$ cat config.mk
export PLATFORM = sky130hd
export DESIGN_NAME = bbc_ram
export DESIGN_NICKNAME = d
export VERILOG_FILES = /design/src/sv/bbc_ram.sv
export SDC_FILE = /design/constraint.sdc
export NUM_CORES = 2
export LEC_CHECK = 0
export BUFFER_PORTS_ARGS = -buffer_cell sky130_fd_sc_hd__buf_2
export CAP_MARGIN = 15
export CORE_ASPECT_RATIO = 1.25
export CORE_MARGIN = 4
export CORE_UTILIZATION = 45
export CTS_BUF_LIST = sky130_fd_sc_hd__clkbuf_4 sky130_fd_sc_hd__clkbuf_8 sky130_fd_sc_hd__clkbuf_16
export CTS_CLUSTER_DIAMETER = 200
export DETAILED_ROUTE_END_ITERATION = 6
export SYNTH_ARGS = -nofsm -noshare
export SYNTH_HDL_FRONTEND = slang
export SYNTH_SLANG_ARGS = --single-unit
$ cat constraint.sdc
create_clock -name clk -period 2.5 [get_ports clk]
set_input_delay 0.125 -clock clk [delete_from_list [all_inputs] [get_ports clk]]
set_output_delay 0.125 -clock clk [all_outputs]
set_load 0.005 [all_outputs]
$ cat src/sv/bbc_ram.sv
`timescale 1ns / 1ps

module bbc_ram #(
    parameter int WIDTH = 8,
    parameter int DEPTH = 256,
    localparam int AW = $clog2(DEPTH)
) (
    input  logic             clk,
    input  logic             we,
    input  logic [AW-1:0]    waddr,
    input  logic [WIDTH-1:0] wdata,
    input  logic             re,
    input  logic [AW-1:0]    raddr,
    output logic [WIDTH-1:0] rdata
);

    logic [WIDTH-1:0] mem [DEPTH];

    always_ff @(posedge clk)
    begin
        if (we)
        begin
            mem[waddr] <= wdata;
        end
        if (re)
        begin
            rdata <= mem[raddr];
        end
    end

endmodule

## Word level (Yosys, flattened, before mapping)

Memories as Yosys holds them, arrays and structs flattened. A register that Yosys moved wholly into a read port is not among the register bits.
Index checks and enable logic that the tools add are counted.

| storage, ports and cells | value |
|---|---|
| register bits | 0 |
| memories | 1 |
| input bits | 27 |
| RAM bits | 2048 |
| logic and storage cells | 3 |
| output and inout port bits | 8 |

Memory list:

| name | words | width | read ports | clocked after Yosys merged registers in | wr ports | line | text |
|---|---|---|---|---|---|---|---|
| mem | 256 | 8 | 1 | 1 | 1 | 17 | `logic [WIDTH-1:0] mem [DEPTH];` |

| cells by class | value |
|---|---|
| mux-type cells | 2 |

Operators by type and width:

| operator | count |
|---|---|
| $mux 1 | 2 |

## Depth between registers and ports, before layout

| depth | value |
|---|---|
| word-level depth | 2 |
| mapped depth | 11 |

## Worst setup path after synthesis

OpenSTA, ideal clock, no wires.

| path | value |
|---|---|
| path type | in2reg |
| from | input raddr[0] |
| to | register rdata[2], read port of mem (data pin) |
| setup time | 269 ps |
| buffers on the path | 4 |
| stages | 9 |
| data required time | 2231 ps |
| arrival time | 1932 ps |
| path slack | 299 ps |
| path through | buf_6 buf_12 buf_8 buf_2 mux4_2 a22oi_1 a21oi_1 nor4_1 nor4_2 |

RTL lines:

| item | line | text |
|---|---|---|
| start, declared | 13 | `input logic [AW-1:0] raddr,` |
| end, declared | 14 | `output logic [WIDTH-1:0] rdata` |

==> out/results.ini <==
[status]
outcome = finished clean

[final_layout]
drive_above_1_share_pct = 33.2
final_cell_mix = edfxtp_1 (2,056), buf_4 (613), mux4_2 (455)
area_delta_synth_final_pct = 18.6
final_nets = 4467
final_common_cell = edfxtp_1
fin_util_pct = 53.7
final_area_sq_um = 94500

[critical_path]
crit_type = reg2reg
critPathMaxFanout = 1
critPathSlowestCell = mux4_2
crit_chain = mux4_2 > mux4_2 > nor2_4 > a2111oi_4 > nor3_4 > buf_6 > nor4_2
cpMostUsedCell = mux4_2
required_ps = 3060
r2r_slack_ps = 30
crit_path_start_kind = flop
critPathMaxStageDelay_ps = 550
crit_path_end_kind = flop
crit_arrival_ps = 3030

[clock_network]
cts_sinks = 2056
numCtsBuffers = 192
cts_htree_levels = 4
cts_tree = built
clk-insertion-delay-late_ps = 840
path_clk_slew_ps = 60
cts_root_buffer = clkbuf_16
cts.path.max_buffers = 3

[routing]
vias = 40500
vias_per_cell = 5.82
drc_errors = 0
routed_wl_um = 203000
drtIter0Drc = 4214
drtAntennaViolNets = 0
wl_per_cell_um = 29.2
drt-pass1-iter-count = 5

[pwr]
p_leak_uw = 0.0306
ir_drop_v = 0.000834
p_per_area_nw_per_um2 = 760
power_uw = 71800

[floorplan]
ioPinCount = 35
start_util_pct = 45.3
die_x_um = 384
coreArea_sq_um = 176000
dieHeight_um = 478
rows = 172
die_area_sq_um = 184000

[placed_design]
placed_cell_area_sq_um = 87700
portBuffers = 34
dp_hpwl_um = 134000
gp_congestion = 0.857
post-place-ws_ps = -1110

[grt]
grt_max_degree = 105
overflow = 0
antenna_found_initial = 20
grt_use_total_pct = 22.2
grt_pass1_wl_um = 296000
grt_pass1_vias = 41800

[sta]
final.setup.tns_ps = 0
tightest_slew_ps = 1110
slew_headroom_pct = 25.0
finalHoldViolCount = 0
fin_crit_sh_pct = 98.8
maxSlewViolCount = 0
fin_worst_skew_ps = 37.3
setup_viol = 0
fmax_mhz = 405
period_minus_slack_ps = 2470
grt_setup_unrepaired = true
worst_slack_ps = 30.8

[logic_synthesis]
ys_ff_latch = 2056
synth_compound_area_share_pct = 3.42
synth_ff_type = edfxtp_1
synth-simple-area-share_pct = 2.63
yosysWarnings = 0
syn_inst = 3733
async_flop_share_pct = 0
synth_mux_area_share_pct = 14.6
synth_top_family_by_area = multiplexers
syn-num-nets = 3760
synthAdderAreaFrac_pct = 0
syn_avg_cell_area_sq_um = 21.3
synth_xor_area_share_pct = 0
synth_edf_count = 2056
syn_area_sq_um = 79600
synth_cell_types = 54
ys_seq_area_share_pct = 77.5

[min_path]
hold_class = in2reg

[flow_run]
drv_cap = 0

[logic make-up after synthesis]
logic type | after synthesis
AO/OA/AOI/OAI | 385
buffers and inverters | 235
flip-flops | 2056
multiplexers | 591
AND/OR/NAND/NOR | 466
[worst max-delay path: cells and delay by family (launching register included)]
family                 cells  cell delay, ps
AOI/OAI and AO/OA          1              60
muxes                      2            1050
buffers and inverters      1             170
and+or+nand+nor            3             550
DFF                        1             370
[metal layers]
metal	up-vias	GRT usage (%)	share of wire, %
met1	21600	29.5	40
met3	327	3.71	6.2
met5	-	0	0.027
met4	8	6.75	3.0
li1	17200	-	-
met2	1399	37.8	51
[area by class of cell]
cell class,count,area [sq um]
Antenna cell,8,20.0
Timing Repair Buffer,746,6670
Clock inverter,125,1300
Fill cell,13500,81300
Clock buffer,230,5140
Sequential cell,2056,61700
Tap cell,2349,2940
Multi-Input combinational cell,1442,16700
Inverter,2,7.51
[cell usage after synthesis, types with 22 or more instances]
cell      instances  area [sq um]
a21oi_1          96           480
a22oi_1         133           998
buf_1            22          82.6
buf_2            31           155
buf_4            27           203
clkbuf_1        111           417
edfxtp_1       2056         61700
mux2i_1         134          1340
mux4_2          454         10200
nand2_1          33           124
nand3_1          34           170
nor2_1          282          1060
nor2b_1          31           194
nor3_1           22           110
nor4_1           24           150
o221ai_1         46           403
o22ai_1          28           175
[timing repair]
item                                    in CTS  in global routing
setup buffers                                0                  0
hold buffers                                15                  0
pin swaps                                    7                  2
endpoints found under the setup margin       7                  4
hold endpoints to repair                  1181                  0
cloned                                       0                  0
gates resized for setup                     26                  5
[path summary, 6_finish.rpt]
path | from | end | cells past startpoint
setup / recovery | mem[138][4]$_DFFE_PP_ | rdata[4]$_DFFE_PP_ | 7
hold / removal | waddr[5] | mem[177][5]$_DFFE_PP_ | 4
setup reg to reg | mem[138][4]$_DFFE_PP_ | rdata[4]$_DFFE_PP_ | 7
hold reg to reg | mem[194][2]$_DFFE_PP_ | rdata[2]$_DFFE_PP_ | 5
[registers in the layout, indices dropped and copies added (netlist names)]
name and count:
mem 2048, rdata 8
[through the flow]
step                      std cells  hold WS, ps
after global placement         6579          450
after floorplan                3733          224
after detailed placement       6581          455
final                          6958         67.2
after global routing           6951         51.6
after CTS                      6950         2.70
[where the power goes]
group	internal, uW	switching (uW)	total (uW)	leakage (uW)
clock network	17200	12500	29800	0.00319
logic	1640	2380	4010	0.00895
registers	38000	39.4	38000	0.0185
(Power assumes the default switching activity.)
